`src/hw/rtl/dot_matrix_text_quad_generator_core_macros.svh`:
```
// ----------------------------------------------------------------------------
// assertion macros for the dot-matrix text quad generator
// ----------------------------------------------------------------------------
`ifndef DOT_MATRIX_TEXT_QUAD_GENERATOR_CORE_MACROS_SVH
`define DOT_MATRIX_TEXT_QUAD_GENERATOR_CORE_MACROS_SVH

// property checked on every clock edge outside reset
`define DMTQ_ASSERT(lbl, clk, rst_n, prop, msg) \
    lbl: assert property (@(posedge clk) disable iff (!rst_n) prop) else $error(msg);

// property checked on every clock edge, reset included
`define DMTQ_ASSERT_ALWAYS(lbl, clk, prop, msg) \
    lbl: assert property (@(posedge clk) prop) else $error(msg);

`endif

```
`src/hw/rtl/dmtq_pkg.sv`:
```
// ----------------------------------------------------------------------------
// dmtq_pkg
// types, constants and helpers shared by the text quad generator
// ----------------------------------------------------------------------------
package dmtq_pkg;

    localparam int GLYPH_COLS = 5;
    localparam int GLYPH_ROWS = 8;
    localparam int GLYPH_BITS = GLYPH_COLS * GLYPH_ROWS;
    localparam int COL_W      = $clog2(GLYPH_COLS);

    localparam logic [7:0] CODE_LF = 8'd10;
    localparam logic [7:0] CODE_CR = 8'd13;

    localparam logic CMD_START = 1'b0;
    localparam logic CMD_CHAR  = 1'b1;

    // configuration register indexes
    localparam int CFG_IDX_W = 3;
    localparam logic [CFG_IDX_W-1:0] REG_DOT_WIDTH   = 3'd0;
    localparam logic [CFG_IDX_W-1:0] REG_DOT_HEIGHT  = 3'd1;
    localparam logic [CFG_IDX_W-1:0] REG_DOT_GAP_X   = 3'd2;
    localparam logic [CFG_IDX_W-1:0] REG_DOT_GAP_Y   = 3'd3;
    localparam logic [CFG_IDX_W-1:0] REG_GLYPH_GAP_X = 3'd4;
    localparam logic [CFG_IDX_W-1:0] REG_GLYPH_GAP_Y = 3'd5;
    localparam int CFG_DATA_W = 8;

    typedef struct packed {
        logic               command;
        logic signed [15:0] start_x;
        logic signed [15:0] start_y;
        logic [31:0]        text_color;
        logic [7:0]         char_code;
        logic [39:0]        glyph_bits;
    } t_in_item;

    typedef struct packed {
        logic signed [15:0] left;
        logic signed [15:0] top;
        logic signed [15:0] right;
        logic signed [15:0] bottom;
        logic [31:0]        dot_color;
        logic               last_dot;
    } t_out_item;

    // controller to datapath
    typedef struct packed {
        logic ld_start;
        logic line_break;
        logic ld_char;
        logic step;
        logic finish;
    } t_dp_cmd;

    // datapath to controller
    typedef struct packed {
        logic in_is_char;
        logic in_is_break;
        logic out_free;
        logic rest_zero;
    } t_dp_sts;

    function automatic logic signed [15:0] sat16(input logic signed [17:0] v);
        logic signed [15:0] res;
        if (v > 18'sd32767) begin
            res = 16'sh7fff;
        end else if (v < -18'sd32768) begin
            res = 16'sh8000;
        end else begin
            res = v[15:0];
        end
        return res;
    endfunction

endpackage

```
`src/hw/rtl/dmtq_ctrl.sv`:
```
// ----------------------------------------------------------------------------
// dmtq_ctrl
// sequencer: takes transactions and steps the datapath over the glyph bits
// ----------------------------------------------------------------------------
`include "dot_matrix_text_quad_generator_core_macros.svh"

module dmtq_ctrl
    import dmtq_pkg::*;
(
    input  logic    i_clk,
    input  logic    i_rst_n,
    input  logic    i_in_valid,
    output logic    o_in_ready,
    input  t_dp_sts i_sts,
    output t_dp_cmd o_cmd
);

    localparam logic ST_IDLE = 1'b0;
    localparam logic ST_SCAN = 1'b1;

    logic       r_state;
    logic       n_state;
    logic       accept;
    logic [3:0] cmd_vec;

    assign o_in_ready = (r_state == ST_IDLE);
    assign accept     = i_in_valid && o_in_ready;

    always_comb begin
        o_cmd            = '0;
        o_cmd.ld_start   = accept && !i_sts.in_is_char;
        o_cmd.line_break = accept && i_sts.in_is_char && i_sts.in_is_break;
        o_cmd.ld_char    = accept && i_sts.in_is_char && !i_sts.in_is_break;
        o_cmd.step       = (r_state == ST_SCAN) && i_sts.out_free;
        o_cmd.finish     = o_cmd.step && i_sts.rest_zero;
    end

    always_comb begin
        n_state = r_state;
        unique case (r_state)
            ST_IDLE: begin
                if (o_cmd.ld_char) begin
                    n_state = ST_SCAN;
                end
            end
            ST_SCAN: begin
                if (o_cmd.finish) begin
                    n_state = ST_IDLE;
                end
            end
            default: n_state = ST_IDLE;
        endcase
    end

    always_ff @(posedge i_clk) begin
        if (!i_rst_n) begin
            r_state <= ST_IDLE;
        end else begin
            r_state <= n_state;
        end
    end

    assign cmd_vec = {o_cmd.ld_start, o_cmd.line_break, o_cmd.ld_char, o_cmd.step};

    `DMTQ_ASSERT(a_step_only_scan, i_clk, i_rst_n, o_cmd.step |-> r_state == ST_SCAN, "step outside scan")
    `DMTQ_ASSERT(a_finish_idle, i_clk, i_rst_n, o_cmd.finish |=> r_state == ST_IDLE, "finish did not end scan")
    `DMTQ_ASSERT(a_cmd_excl, i_clk, i_rst_n, $onehot0(cmd_vec), "overlapping datapath commands")

endmodule

```
`src/hw/rtl/dmtq_datapath.sv`:
```
// ----------------------------------------------------------------------------
// dmtq_datapath
// config registers, pen state, glyph scan and output register
// ----------------------------------------------------------------------------
`include "dot_matrix_text_quad_generator_core_macros.svh"

module dmtq_datapath
    import dmtq_pkg::*;
(
    input  logic                  i_clk,
    input  logic                  i_rst_n,
    input  logic                  i_cfg_we,
    input  logic [CFG_IDX_W-1:0]  i_cfg_addr,
    input  logic [CFG_DATA_W-1:0] i_cfg_wdata,
    input  t_in_item              i_in_data,
    input  t_dp_cmd               i_cmd,
    output t_dp_sts               o_sts,
    output logic                  o_out_valid,
    input  logic                  i_out_ready,
    output t_out_item             o_out_data
);

    logic [7:0] r_dot_w, r_dot_h, r_gap_x, r_gap_y, r_ggap_x, r_ggap_y;

    logic signed [15:0] r_pen_x, r_pen_y, r_line_x;
    logic [31:0]        r_color;

    logic [GLYPH_BITS-1:0] r_bits;
    logic [COL_W-1:0]      r_col;
    logic [10:0]           r_xoff;
    logic [11:0]           r_yoff;

    logic      r_out_valid;
    t_out_item r_out;

    logic [8:0]         cell_x, cell_y;
    logic [11:0]        pitch;
    logic [12:0]        line_adv;
    logic signed [17:0] x1, y1, x2, y2;
    logic signed [17:0] pen_x_adv, pen_y_adv;

    assign cell_x   = {1'b0, r_dot_w} + {1'b0, r_gap_x};
    assign cell_y   = {1'b0, r_dot_h} + {1'b0, r_gap_y};
    assign pitch    = {1'b0, cell_x, 2'b00} + {3'b000, cell_x} + {4'b0000, r_ggap_x};
    assign line_adv = {1'b0, cell_y, 3'b000} + {4'b0000, r_ggap_y, 1'b0};

    assign x1 = {{2{r_pen_x[15]}}, r_pen_x} + $signed({7'b0, r_xoff});
    assign y1 = {{2{r_pen_y[15]}}, r_pen_y} + $signed({6'b0, r_yoff});
    assign x2 = x1 + $signed({10'b0, r_dot_w});
    assign y2 = y1 + $signed({10'b0, r_dot_h});

    assign pen_x_adv = {{2{r_pen_x[15]}}, r_pen_x} + $signed({6'b0, pitch});
    assign pen_y_adv = {{2{r_pen_y[15]}}, r_pen_y} + $signed({5'b0, line_adv});

    assign o_sts.in_is_char  = (i_in_data.command == CMD_CHAR);
    assign o_sts.in_is_break = (i_in_data.char_code == CODE_LF) ||
                               (i_in_data.char_code == CODE_CR);
    assign o_sts.out_free    = !r_out_valid || i_out_ready;
    assign o_sts.rest_zero   = (r_bits[GLYPH_BITS-1:1] == '0);

    // config registers
    always_ff @(posedge i_clk) begin
        if (!i_rst_n) begin
            r_dot_w  <= 8'd1;
            r_dot_h  <= 8'd1;
            r_gap_x  <= 8'd0;
            r_gap_y  <= 8'd0;
            r_ggap_x <= 8'd1;
            r_ggap_y <= 8'd1;
        end else if (i_cfg_we) begin
            unique case (i_cfg_addr)
                REG_DOT_WIDTH:   r_dot_w  <= i_cfg_wdata;
                REG_DOT_HEIGHT:  r_dot_h  <= i_cfg_wdata;
                REG_DOT_GAP_X:   r_gap_x  <= i_cfg_wdata;
                REG_DOT_GAP_Y:   r_gap_y  <= i_cfg_wdata;
                REG_GLYPH_GAP_X: r_ggap_x <= i_cfg_wdata;
                REG_GLYPH_GAP_Y: r_ggap_y <= i_cfg_wdata;
                default: ;
            endcase
        end
    end

    // pen state
    always_ff @(posedge i_clk) begin
        if (!i_rst_n) begin
            r_pen_x  <= '0;
            r_pen_y  <= '0;
            r_line_x <= '0;
            r_color  <= '0;
        end else if (i_cmd.ld_start) begin
            r_pen_x  <= i_in_data.start_x;
            r_pen_y  <= i_in_data.start_y;
            r_line_x <= i_in_data.start_x;
            r_color  <= i_in_data.text_color;
        end else if (i_cmd.line_break) begin
            r_pen_x <= r_line_x;
            r_pen_y <= sat16(pen_y_adv);
        end else if (i_cmd.finish) begin
            r_pen_x <= sat16(pen_x_adv);
        end
    end

    // glyph scan, one bit position per step
    always_ff @(posedge i_clk) begin
        if (i_cmd.ld_char) begin
            r_bits <= i_in_data.glyph_bits;
            r_col  <= '0;
            r_xoff <= '0;
            r_yoff <= '0;
        end else if (i_cmd.step) begin
            r_bits <= {1'b0, r_bits[GLYPH_BITS-1:1]};
            if (r_col == COL_W'(GLYPH_COLS - 1)) begin
                r_col  <= '0;
                r_xoff <= '0;
                r_yoff <= r_yoff + {3'b000, cell_y};
            end else begin
                r_col  <= r_col + COL_W'(1);
                r_xoff <= r_xoff + {2'b00, cell_x};
            end
        end
    end

    // output register
    always_ff @(posedge i_clk) begin
        if (!i_rst_n) begin
            r_out_valid <= 1'b0;
        end else if (i_cmd.step && r_bits[0]) begin
            r_out_valid <= 1'b1;
        end else if (i_out_ready) begin
            r_out_valid <= 1'b0;
        end
    end

    always_ff @(posedge i_clk) begin
        if (i_cmd.step && r_bits[0]) begin
            r_out.left      <= sat16(x1);
            r_out.top       <= sat16(y1);
            r_out.right     <= sat16(x2);
            r_out.bottom    <= sat16(y2);
            r_out.dot_color <= r_color;
            r_out.last_dot  <= o_sts.rest_zero;
        end
    end

    assign o_out_valid = r_out_valid;
    assign o_out_data  = r_out;

    `DMTQ_ASSERT(a_no_overwrite, i_clk, i_rst_n, (r_out_valid && !i_out_ready) |-> !i_cmd.step, "step while result stalled")

endmodule

```
`src/hw/rtl/dot_matrix_text_quad_generator_core.sv`:
```
// ----------------------------------------------------------------------------
// dot_matrix_text_quad_generator_core
// 5x8 dot-matrix text to rectangle generator
// ----------------------------------------------------------------------------
// A start transaction latches pen position, line start x and color on
// acceptance and produces nothing. A line feed or carriage return returns
// the pen to the line start and moves it down by eight dot cells plus twice
// the glyph y gap, also on acceptance. Any other character is scanned one
// glyph bit per cycle in row-major order while the output side is not
// stalled; each lit bit yields one rectangle with the last flag on the final
// one, and the scan stops right after the highest lit bit. The next
// transaction is taken once the scan of the current one ends; the final
// rectangle may still sit in the output register at that time. All
// coordinates saturate to signed 16 bits. Configuration must be written
// through the plain write port only while no character is in flight; the
// block itself does not enforce it.
// ----------------------------------------------------------------------------
module dot_matrix_text_quad_generator_core
    import dmtq_pkg::*;
(
    input  logic                  i_clk,
    input  logic                  i_rst_n,
    // configuration write port, register index per list order
    input  logic                  i_cfg_we,
    input  logic [CFG_IDX_W-1:0]  i_cfg_addr,
    input  logic [CFG_DATA_W-1:0] i_cfg_wdata,
    // input transaction channel
    input  logic                  i_in_valid,
    output logic                  o_in_ready,
    input  t_in_item              i_in_data,
    // rectangle output channel
    output logic                  o_out_valid,
    input  logic                  i_out_ready,
    output t_out_item             o_out_data
);

    // command and status between sequencer and datapath
    t_dp_cmd dp_cmd;
    t_dp_sts dp_sts;

    // sequencer: idle or scanning a glyph
    dmtq_ctrl u_ctrl (
        .i_clk      (i_clk),
        .i_rst_n    (i_rst_n),
        .i_in_valid (i_in_valid),
        .o_in_ready (o_in_ready),
        .i_sts      (dp_sts),
        .o_cmd      (dp_cmd)
    );

    // datapath: config, pen, scan shift register, output register
    dmtq_datapath u_dp (
        .i_clk       (i_clk),
        .i_rst_n     (i_rst_n),
        .i_cfg_we    (i_cfg_we),
        .i_cfg_addr  (i_cfg_addr),
        .i_cfg_wdata (i_cfg_wdata),
        .i_in_data   (i_in_data),
        .i_cmd       (dp_cmd),
        .o_sts       (dp_sts),
        .o_out_valid (o_out_valid),
        .i_out_ready (i_out_ready),
        .o_out_data  (o_out_data)
    );

endmodule
```
`config.mk`:
```
export PLATFORM = sky130hd
export DESIGN_NAME = dot_matrix_text_quad_generator_core
export DESIGN_NICKNAME = d
export VERILOG_FILES = /design/src/hw/rtl/dmtq_pkg.sv /design/src/hw/rtl/dmtq_ctrl.sv /design/src/hw/rtl/dmtq_datapath.sv /design/src/hw/rtl/dot_matrix_text_quad_generator_core.sv
export VERILOG_INCLUDE_DIRS = /design/src /design/src/hw/rtl
export SDC_FILE = /design/constraint.sdc
export NUM_CORES = 1
export LEC_CHECK = 0
export ABC_AREA = 0
export BUFFER_PORTS_ARGS = -buffer_cell sky130_fd_sc_hd__buf_2
export CORE_UTILIZATION = 47
export DETAILED_ROUTE_END_ITERATION = 12
export GPL_TIMING_DRIVEN = 1
export PLACE_DENSITY = 0.71
export SYNTH_ARGS = -nofsm -noshare
export SYNTH_HDL_FRONTEND = slang
export SYNTH_SLANG_ARGS = --single-unit
```
`constraint.sdc`:
```
create_clock -name i_clk -period 12.9 [get_ports i_clk]
set_input_delay 2.58 -clock i_clk [delete_from_list [all_inputs] [get_ports i_clk]]
set_output_delay 2.58 -clock i_clk [all_outputs]
set_load 0.01 [all_outputs]
```
# [After elaboration in Yosys (flattened, before gate mapping)]
# Index checks and enable logic that the tools add are counted.
[totals] mem_count=0 mem_bits_ro=0 out_inout_bits=99 in_bits=129 ff_bits=293 ramBits=0 latchBits=0
[classes] bitwise=1 mux=22 n_eq_ne=8 add_sub_neg=14 shift=0 magnitude_cmp=12 div_mod_pow=0 mul=0 reduce_logical=26
[op_table] cell="$mux 16" n=13
[op_table] cell="$gt 18x16->1 const B" n=6
[op_table] cell="$lt 18x16->1 const B" n=6
[op_table] cell="$mux 40" n=2
[op_table] cell="$logic_not 39->1" n=1
[op_table] cell="$add 18x9->18" n=2
[op_table] cell="$add 16x13->17" n=2
[op_table] cell="$add 8x8->9" n=2
[op_table] cell="$add 16x12->17" n=1
[op_table] cell="$add 16x14->17" n=1
[op_table] cell="$eq 8x4->1 const B" n=2
[op_table] cell="$reduce_and 2->1" n=7
[op_table] cell="$add 12x9->13" n=1
[op_table] cell="$add 11x9->12" n=1
[op_table] cell="$add 12x8->12" n=1
[op_table] cell="$add 12x9->12" n=1
[op_table] cell="$add 11x9->11" n=1
[op_table] cell="$mux 11" n=1
[op_table] cell="$eq 3x3->1 const B" n=3
[op_table] cell="$logic_and 1x1->1" n=8
[op_table] cell="$eq 3x2->1 const B" n=2
[op_table] cell="$reduce_bool 2->1" n=3
[op_table] cell="$mux 1" n=4
[op_table] cell="$add 3x1->3 const B" n=1
[op_table] cell="8 further kinds" n=11

# [Logic depth before layout (Yosys ltp)]
# Gate-level depths: netlist of run 1.
[depth] depth_word=10 ltp_mapped=24

# [By module]
# From an unflattened synthesis of run 1, not the netlist that was laid out.
[hier_totals] cells_unflattened=1738 hier_area_um2=16936.2
[modules_own_cells] module="dmtq_datapath" seq_area_each_um2=7216.9 n_inst=1 area_each_um2=16846.2 cells_per_inst=1729
[modules_own_cells] module="dmtq_ctrl" seq_area_each_um2=20.0 n_inst=1 area_each_um2=90.1 cells_per_inst=9

# [Worst setup path after synthesis of run 1]
# OpenSTA, ideal clock, no wires.
[synth_timing] path_type="in2reg" startpoint="input port i_out_ready" endpoint="register u_dp.r_out, in the netlist u_dp.o_out_data[0] (enable)" setup_slack_ps=7197 stages=6 t_required_ps=12449 setup_time_ps=451 arrival_ps=5252 n_path_buf=2 cell_sequence="nand2b_1 -> and2_1 -> clkbuf_1 -> clkbuf_1 -> nand2_1 -> inv_1"
[synth_between] elab_chain_cells=3
[synth_lines] element="start, declared" line_no="dot_matrix_text_quad_generator_core.sv:33" rtl="input logic i_out_ready,"
[synth_lines] element="$logic_or 1x1->1" line_no="dmtq_datapath.sv:58" rtl="assign o_sts.out_free = !r_out_valid || i_out_ready;"
[synth_lines] element="$logic_and 1x1->1" line_no="dmtq_ctrl.sv:34" rtl="o_cmd.step = (r_state == ST_SCAN) && i_sts.out_free;"
[synth_lines] element="$logic_and 1x1->1" line_no="dmtq_datapath.sv:135" rtl="if (i_cmd.step && r_bits[0]) begin"
[synth_lines] element="end, declared" line_no="dmtq_datapath.sv:34" rtl="t_out_item r_out;"
# Every way passes these cells.
# A chain may end at the register's enable or synchronous reset.

# [Worst setup path in the final report of run 1]
[layout_timing] startpoint="register u_dp.r_gap_x[0]" endpoint="register u_dp.r_pen_x[2]"
[layout_between] elab_chain_cells=10
[layout_lines] element="start, declared" line_no="dmtq_datapath.sv:23" rtl="logic [7:0] r_dot_w, r_dot_h, r_gap_x, r_gap_y, r_ggap_x, r_ggap_y;"
[layout_lines] element="start signal, assigned" line_no="dmtq_datapath.sv:74" rtl="REG_DOT_GAP_X: r_gap_x <= i_cfg_wdata;"
[layout_lines] element="$add 8x8->9 (*)" line_no="dmtq_datapath.sv:42" rtl="assign cell_x = {1'b0, r_dot_w} + {1'b0, r_gap_x};"
[layout_lines] element="$add 11x9->12 (*)" line_no="dmtq_datapath.sv:44" rtl="assign pitch = {1'b0, cell_x, 2'b00} + {3'b000, cell_x} + {4'b0000, r_ggap_x};"
[layout_lines] element="$add 12x8->12 (*)" line_no="dmtq_datapath.sv:44"
[layout_lines] element="$add 16x13->17 (*)" line_no="dmtq_datapath.sv:52" rtl="assign pen_x_adv = {{2{r_pen_x[15]}}, r_pen_x} + $signed({6'b0, pitch});"
[layout_lines] element="$lt 18x16->1" line_no="dmtq_pkg.sv:67" rtl="end else if (v < -18'sd32768) begin"
[layout_lines] element="$mux 16" line_no="dmtq_pkg.sv:67"
[layout_lines] element="$mux 16 (*)" line_no="dmtq_pkg.sv:65" rtl="if (v > 18'sd32767) begin"
[layout_lines] element="$mux 16 (*)" line_no="dmtq_datapath.sv:98" rtl="end else if (i_cmd.finish) begin"
[layout_lines] element="$mux 16 (*)" line_no="dmtq_datapath.sv:95" rtl="end else if (i_cmd.line_break) begin"
[layout_lines] element="$mux 16 (*)" line_no="dmtq_datapath.sv:90" rtl="end else if (i_cmd.ld_start) begin"
[layout_lines] element="end signal, assigned" line_no="dmtq_datapath.sv:91" rtl="r_pen_x <= i_in_data.start_x;"
[layout_lines] element="end signal, assigned" line_no="dmtq_datapath.sv:96" rtl="r_pen_x <= r_line_x;"
[layout_lines] element="end signal, assigned" line_no="dmtq_datapath.sv:99" rtl="r_pen_x <= sat16(pen_x_adv);"
[layout_lines] element="end, declared" line_no="dmtq_datapath.sv:25" rtl="logic signed [15:0] r_pen_x, r_pen_y, r_line_x;"
# Mark *: on every way between the ends. The rest lies on a longest branch, timed or not. The select of a mux whose other input is x is not followed.

==> results.txt, run 1 <==
----------------------------------------------------
[Clock tree]
  Setup Buffers After CTS ... 0
  Clock Root Buffer ... clkbuf_16
  Clock transition at path regs ... 60 ps
  Clock latency at the later pin of the worst-skew pair ... 530 ps
  Resized cells post-CTS ... 0
  Maximum root-to-sink buffer count ... 3
  TritonCTS clock tree ... built
  Total of hold buffers inserted after clock tree synthesis ... 0
  TritonCTS buffer count ... 35
  Clock net sink count ... 293
  H-tree levels ... 2

[Floorplan]
  Width of the chip ... 191 µm
  Initial cell density of the core ... 0.482
  Count of boundary I/O pins ... 228
  Die Y-Extent ... 191 µm
  Core box area ... 34,900 µm²
  Number of cell rows ... 68
  DIE AREA ... 36,500 µm²

[Pwr]
  Power share of the clock group ... 0.412
  Pint ... 1750 µW
  PD cells ... 123 nW/µm²
  Peak supply drop ... 0.0000897 V
  Switching power of the nets ... 639 µW
  Gate power share ... 0.139
  Sum of internal, switching and leakage power ... 2390 µW
  Sw Share ... 0.268
  Leakage ... 0.00828 µW
  Part of the total power dissipated in sequential elements ... 0.449

[GRT]
  Maximum number of pins on one net before global-route repair ... 95
  All-Layer GR Usage ... 0.235
  Number of global-route vias before repair ... 13,600
  Number of antenna violations at the first check in global routing ... 6
  First-pass GRT wire length ... 68.8 mm
  Total congestion overflow ... 0

[Synth]
  Avg Cell Area, Syn ... 8.91 µm²
  Dominant synthesized flop cell ... dfxtp_1
  Cell area after technology mapping ... 16,800 µm²
  Synth Register Bits ... 293
  Syn nets ... 2,150
  Number of warnings printed during yosys synthesis ... 0
  Post-synthesis sequential area ratio ... 0.431
  Count of mapped cells out of synthesis ... 1,885
  Number of distinct library cells after synthesis ... 78
  Share of flip-flops with an asynchronous set or reset ... 0
  Post-synth EDFFs ... 137

[STA]
  Worst rel slew slack ... 0.303
  Setup repair after global routing missed its margin ... no
  Transition time at the pin with the least slew margin ... 1040 ps
  Final setup TNS ... 0 ps
  Layout Skew ... 11.3 ps
  Final Hold Vio Count ... 0
  Fin. max-slew vios ... 0
  Period Utilization, post-route ... 0.464
  Max Clk Rate ... 167 MHz
  Setup Viol. Count Final ... 0
  Shortest clock period the worst path allows after layout ... 5990 ps

[Routing]
  # DRC ... 0
  Mean number of vias per cell ... 5.58
  Number of nets with antenna violations after detailed routing ... 0
  WL per Instance ... 16.8 µm
  Final Routed Wirelength ... 43.2 mm
  Via count ... 14,300
  Count of TritonRoute iterations in the first routing pass ... 5
  Number of DRC violations after detailed-routing iteration 0 ... 975

[Setup path]
  Element type at the critical path end ... flop
  Worst EP arrival ... 6350 ps
  CP required ... 13,260 ps
  Maximum fanout encountered on the critical timing path ... 13
  Startpoint types ... flop
  Critical setup path kind ... flop to flop

[Placed design]
  Post-DP HPWL ... 32.2 mm
  Cell total after placement ... 2,501
  Routability Congestion ... 0.878
  Port Buf Inserts ... 227

[Cells and area]
  Post-synthesis to final-layout area growth ... 15.9%
  Final standard cell utilization of the core ... 0.558
  Post-route non-filler standard cell count ... 2,569
  Share of layout cells above drive strength 1 ... 0.152
  Multi-input gate area in the final layout ... 8970 µm²
  Number of fillers in the final layout ... 3,183
  Register area ... 7240 µm²
  Final Net Count ... 2,348

[Hold path]
  Worst hold-check path type ... flop to flop

[Status]
  Outcome ... finished clean

[Flow run]
  Total of max-cap violations ... 0

----------------------------------------------------
[state kept, by name, indices dropped and copies added, names as in the netlist]
name / flops
u_dp.r_dot_h: 8
u_dp.o_out_valid: 1
u_dp.r_pen_y: 16
u_dp.r_dot_w: 8
u_dp.r_yoff: 12
u_dp.r_line_x: 16
u_dp.r_gap_y: 8
u_dp.r_gap_x: 8
u_dp.r_xoff: 11
u_dp.r_ggap_x: 8
u_dp.o_out_data: 97
u_dp.r_col: 3
u_dp.r_ggap_y: 8
u_dp.r_color: 32
u_ctrl.r_state: 1
u_dp.r_pen_x: 16
u_dp.r_bits: 40
[cell families (layout without fill, tap and decap cells)]
group / count (synthesis) / in the layout / synth area share
buffers and inverters: 157 / 381 / 0.0365
DFF: 293 / 293 / 0.431
muxes: 3 / 3 / 0.00186
adders and majority gates: 136 / 136 / 0.109
AOI/OAI and AO/OA: 518 / 518 / 0.189
other: 0 / 5 / 0
xor gates and xnor gates: 104 / 104 / 0.0542
and+or+nand+nor: 674 / 674 / 0.178
[path summary, 6_finish.rpt]
path	cells past startpoint	from	to	slack, ps
max reg2reg	20	u_dp.r_gap_x[0]$_SDFFE_PN0P_	u_dp.r_pen_x[2]$_SDFFE_PN0P_	6910
max	20	u_dp.r_gap_x[0]$_SDFFE_PN0P_	u_dp.r_pen_x[2]$_SDFFE_PN0P_	6910
min	0	u_dp.r_color[12]$_SDFFE_PN0P_	u_dp.o_out_data[13]$_DFFE_PP_	430
min reg2reg	0	u_dp.r_color[12]$_SDFFE_PN0P_	u_dp.o_out_data[13]$_DFFE_PP_	430
[stage by stage]
step | instance area [µm²] | hold WS [ps] | setup slack (ps)
CTS | 19500 | 427 | 7040
global placement | 18300 | 412 | 7280
finish | 19500 | 426 | 6910
floorplan | 16800 | 408 | 7200
detailed placement | 18300 | 413 | 7040
global route | 19500 | 434 | 6510
[power by group through the flow]
stage	logic, µW	registers (µW)	clock network (µW)
2_1_floorplan	225	1090	0
3_3_place_gp	321	1090	0
3_5_place_dp	328	1090	0
4_1_cts	331	1070	1010
5_1_grt	374	1080	1040
6_report	331	1070	985
[cells in the final DEF (no fill, tap or decap), types with 7 or more instances in the layout]
master / instances
o21ai_0: 116
nor2b_1: 15
clkbuf_1: 8
nor3_1: 18
o211ai_1: 11
xor2_1: 41
nor2_1: 57
and2_1: 12
fa_1: 18
o21a_1: 12
nand4_1: 9
nand2_1: 427
ha_1: 118
nand2b_1: 30
o21ai_2: 7
nor4_1: 13
buf_4: 10
clkbuf_16: 35
a31oi_1: 9
inv_1: 79
a21oi_1: 209
edfxtp_1: 137
nand3_1: 48
o21bai_1: 18
a41oi_1: 11
dfxtp_1: 156
a21boi_0: 8
buf_2: 227
xnor2_1: 63
a211oi_1: 14
a21o_1: 34
o221ai_1: 7
[worst max-delay path: stages, from the launching register on]
cell and delay, ps:
dfxtp_1 320, ha_1 220, fa_1 410, a21o_1 170, a21oi_1 210, o21bai_1 100, a21oi_1 260, xnor2_1 230
inv_1 100, fa_1 520, inv_1 50, ha_1 330, a21oi_1 250, xnor2_1 170, ha_1 310, a2111oi_0 580
a211oi_1 240, o2111ai_1 240, o32ai_1 140, nor2_1 760, a41oi_1 220
[Yosys cell counts (7+ instances only)]
| master | instances | share of area |
|---|---|---|
| ha_1 | 118 | 0.088 |
| nor4_1 | 13 | 0.0048 |
| inv_1 | 81 | 0.018 |
| xnor2_1 | 63 | 0.033 |
| nand2_1 | 427 | 0.095 |
| clkbuf_1 | 60 | 0.013 |
| buf_1 | 9 | 0.0020 |
| nand2b_1 | 31 | 0.012 |
| a31oi_1 | 9 | 0.0034 |
| a21o_1 | 34 | 0.015 |
| a211oi_1 | 14 | 0.0063 |
| dfxtp_1 | 156 | 0.19 |
| nor3_1 | 18 | 0.0054 |
| o21a_1 | 12 | 0.0054 |
| o221ai_1 | 7 | 0.0036 |
| nor2b_1 | 17 | 0.0063 |
| a41oi_1 | 11 | 0.0057 |
| xor2_1 | 41 | 0.021 |
| and2_1 | 12 | 0.0045 |
| nor2_1 | 57 | 0.013 |
| edfxtp_1 | 137 | 0.24 |
| a21boi_0 | 8 | 0.0036 |
| nand3_1 | 49 | 0.015 |
| fa_1 | 18 | 0.021 |
| o21ai_2 | 7 | 0.0036 |
| nand4_1 | 9 | 0.0034 |
| o21ai_0 | 116 | 0.035 |
| o21bai_1 | 18 | 0.0080 |
| o211ai_1 | 11 | 0.0049 |
| a21oi_1 | 209 | 0.062 |
[layout make-up]
type                    count  area share
diodes                      5    0.000643
clock buffers              45      0.0479
clock inverters            18      0.0114
inverters                  81      0.0157
multi-input cells        1435       0.461
flip-flops and latches    293       0.372
well taps                 455      0.0292
repair buffers            237      0.0622
[metal layers]
metal  part of all wire  wire [µm]  GRT usage  up-vias
li1                   -          -          -     7081
met1               0.45      19300      0.317     6635
met2               0.44      18800      0.367      516
met3              0.083       3570     0.0514       96
met4              0.033       1440     0.0885        4
met5            0.00065         28          0        -
Note: power is estimated with default switching activity, not from simulation.
==> run 2, diff against run 1 <==
--- a/config.mk
+++ b/config.mk
@@ -11,7 +11,7 @@
 export CORE_UTILIZATION = 47
 export DETAILED_ROUTE_END_ITERATION = 12
 export GPL_TIMING_DRIVEN = 1
-export PLACE_DENSITY = 0.71
+export PLACE_DENSITY = 0.74
 export SYNTH_ARGS = -nofsm -noshare
 export SYNTH_HDL_FRONTEND = slang
 export SYNTH_SLANG_ARGS = --single-unit
==> constraint.sdc (replaced) <==
create_clock -name i_clk -period 5 [get_ports i_clk]
set_input_delay 1 -clock i_clk [delete_from_list [all_inputs] [get_ports i_clk]]
set_output_delay 1 -clock i_clk [all_outputs]
set_load 0.01 [all_outputs]
==> run 2 against run 1 <==
Net effect:
- total power rose to 2.6 times the previous value
- critical endpoint is now u_dp.r_pen_x[3]$_SDFFE_PN0P_
- non-clock buffer count up 45
- setup slack worse by 6800 ps
- largest power group unchanged
- sequential power rose to 2.6 times the previous value
- wire length up 5.6%
- global-route usage up 0.75 points
- maximum frequency up 21%
- cell count up 1.6%
==> results.txt, run 2 (same netlist as run 1, synthesis figures left out) <==
----------------------------------------------------
[Status]
  Outcome ... finished clean

[Hold path]
  Worst hold-check path type ... flop to flop
  Hold Crit Start ... u_dp.r_color[28]$_SDFFE_PN0P_

[Cells and area]
  Multi-input gate area in the final layout ... 9250 µm²
  Number of fillers in the final layout ... 3,040
  Commonest cells after routing, fill and taps aside ... 427 x nand2_1, 227 x buf_2, 195 x a21oi_1
  Post-synthesis to final-layout area growth ... 19.7%
  Register area ... 7240 µm²
  Final Net Count ... 2,393
  Number of flip-flops under the largest register name ... 97
  Share of layout cells above drive strength 1 ... 0.194
  Post-route design area ... 20,100 µm²
  Most common cell after layout, fill and taps aside ... nand2_1
  Post-route non-filler standard cell count ... 2,611

[Placed design]
  Port Buf Inserts ... 227
  Placed cell area ... 18,600 µm²
  Post-DP HPWL ... 33.1 mm
  Cell total after placement ... 2,538
  Routability Congestion ... 0.914

[Setup path]
  Critical path buffer and inverter count ... 4
  Top Family by Delay on Critical Path ... compound AO/OA/AOI/OAI gates
  Worst setup path startpoint ... u_dp.r_dot_w[0]$_SDFFE_PN1P_
  Worst reg2reg startpoint ... u_dp.r_dot_w[0]$_SDFFE_PN1P_
  Critical setup path kind ... flop to flop
  Element type at the critical path end ... flop
  Cell type of the slowest stage on the worst timing path ... fa_1
  CP required ... 5380 ps
  Maximum fanout encountered on the critical timing path ... 7
  Cell breakdown of the critical path ... ha_4 > fa_2 > a21o_1 > a21oi_2 > o21bai_1 > a21oi_2 > xnor2_2 > inv_1 > fa_1 > inv_2 > ha_4 > buf_4 > xnor2_1 > ha_1 > a2111oi_2 > o21ai_1 > a31oi_1 > o311a_1 > o32ai_2 > nor2_2 > buf_6 > a41oi_1
  Worst EP arrival ... 5310 ps
  Largest stage delay, worst path ... 490 ps
  Startpoint types ... flop

[Clock tree]
  Total of hold buffers inserted after clock tree synthesis ... 0
  Clock latency at the later pin of the worst-skew pair ... 540 ps
  Clock net sink count ... 293
  Maximum root-to-sink buffer count ... 3
  H-tree levels ... 2
  Clock transition at path regs ... 60 ps
  TritonCTS buffer count ... 35
  TritonCTS clock tree ... built
  Clock Root Buffer ... clkbuf_16

[Pwr]
  Pint ... 4600 µW
  Sw Share ... 0.267
  Leakage ... 0.00853 µW
  Power share of the clock group ... 0.413
  Switching power of the nets ... 1680 µW
  Sum of internal, switching and leakage power ... 6270 µW
  PD cells ... 312 nW/µm²
  Part of the total power dissipated in sequential elements ... 0.441
  Peak supply drop ... 0.000242 V
  Gate power share ... 0.145

[Flow run]
  Total of max-cap violations ... 0

[STA]
  Setup repair after global routing missed its margin ... yes
  Fin. max-slew vios ... 0
  Final Hold Vio Count ... 0
  Final setup TNS ... 0 ps
  Shortest clock period the worst path allows after layout ... 4930 ps
  Max Clk Rate ... 203 MHz
  Period Utilization, post-route ... 0.986
  Setup Viol. Count Final ... 0
  Transition time at the pin with the least slew margin ... 1160 ps
  Layout Skew ... 17.5 ps
  Worst rel slew slack ... 0.225

[Routing]
  Number of DRC violations after detailed-routing iteration 0 ... 1,029
  Final Routed Wirelength ... 45.6 mm
  Count of TritonRoute iterations in the first routing pass ... 6
  Mean number of vias per cell ... 5.63
  WL per Instance ... 17.5 µm
  # DRC ... 0
  Via count ... 14,700
  Number of nets with antenna violations after detailed routing ... 0

[GRT]
  First-pass GRT wire length ... 70.7 mm
  Maximum number of pins on one net before global-route repair ... 62
  Total congestion overflow ... 0
  Number of antenna violations at the first check in global routing ... 5
  All-Layer GR Usage ... 0.242
  Number of global-route vias before repair ... 13,600

[Floorplan]
  DIE AREA ... 36,500 µm²
  Initial cell density of the core ... 0.482
  Number of cell rows ... 68
  Width of the chip ... 191 µm
  Count of boundary I/O pins ... 228
  Core box area ... 34,900 µm²
  Die Y-Extent ... 191 µm

----------------------------------------------------
-- run 2: per-layer routing --
layer  routed length [µm]  share of wire  track usage
met2                20800           0.46        0.386
met5                   36        0.00079            0
met3                 3220          0.070       0.0562
met1                20400           0.45        0.326
met4                 1150          0.025       0.0742
-- run 2: layout make-up --
| type | count | share of cell area |
|---|---|---|
| multi-input cells | 1435 | 0.460 |
| flip-flops and latches | 293 | 0.360 |
| repair buffers | 282 | 0.0782 |
| clock buffers | 45 | 0.0490 |
| well taps | 455 | 0.0283 |
| inverters | 81 | 0.0152 |
| clock inverters | 18 | 0.00902 |
| diodes | 2 | 0.000249 |
-- run 2: path summary, 6_finish.rpt --
path                                                 endpoint  slack (ps)  cells past startpoint
worst max-delay path             u_dp.r_pen_x[3]$_SDFFE_PN0P_          70                     22
worst min-delay path            u_dp.o_out_data[29]$_DFFE_PP_         430                      0
worst max register to register   u_dp.r_pen_x[3]$_SDFFE_PN0P_          70                     22
worst min register to register  u_dp.o_out_data[29]$_DFFE_PP_         430                      0
-- run 2: through the flow --
| step | worst slack (ps) | hold slack [ps] | utilization |
|---|---|---|---|
| final | 68.2 | 425 | 0.577 |
| after global routing | -123 | 426 | 0.576 |
| after CTS | 0.0879 | 423 | 0.568 |
| after detailed placement | -306 | 415 | 0.533 |
| after global placement | -119 | 410 | 0.533 |
| after floorplan | 10.4 | 408 | - |
-- run 2: power by group through the flow --
stage,sequential (µW),clock [µW],combinational [µW]
floorplan,2800,0,581
global placement,2810,0,842
detailed placement,2820,0,872
CTS,2770,2630,884
global route,2780,2720,1010
finish,2770,2590,910
-- run 2: repair_timing --
item,4_1_cts,5_1_grt
setup buffers,1,8
pin swaps,5,29
setup endpoints to repair,16,27
cloned,0,1
resized for setup,14,50
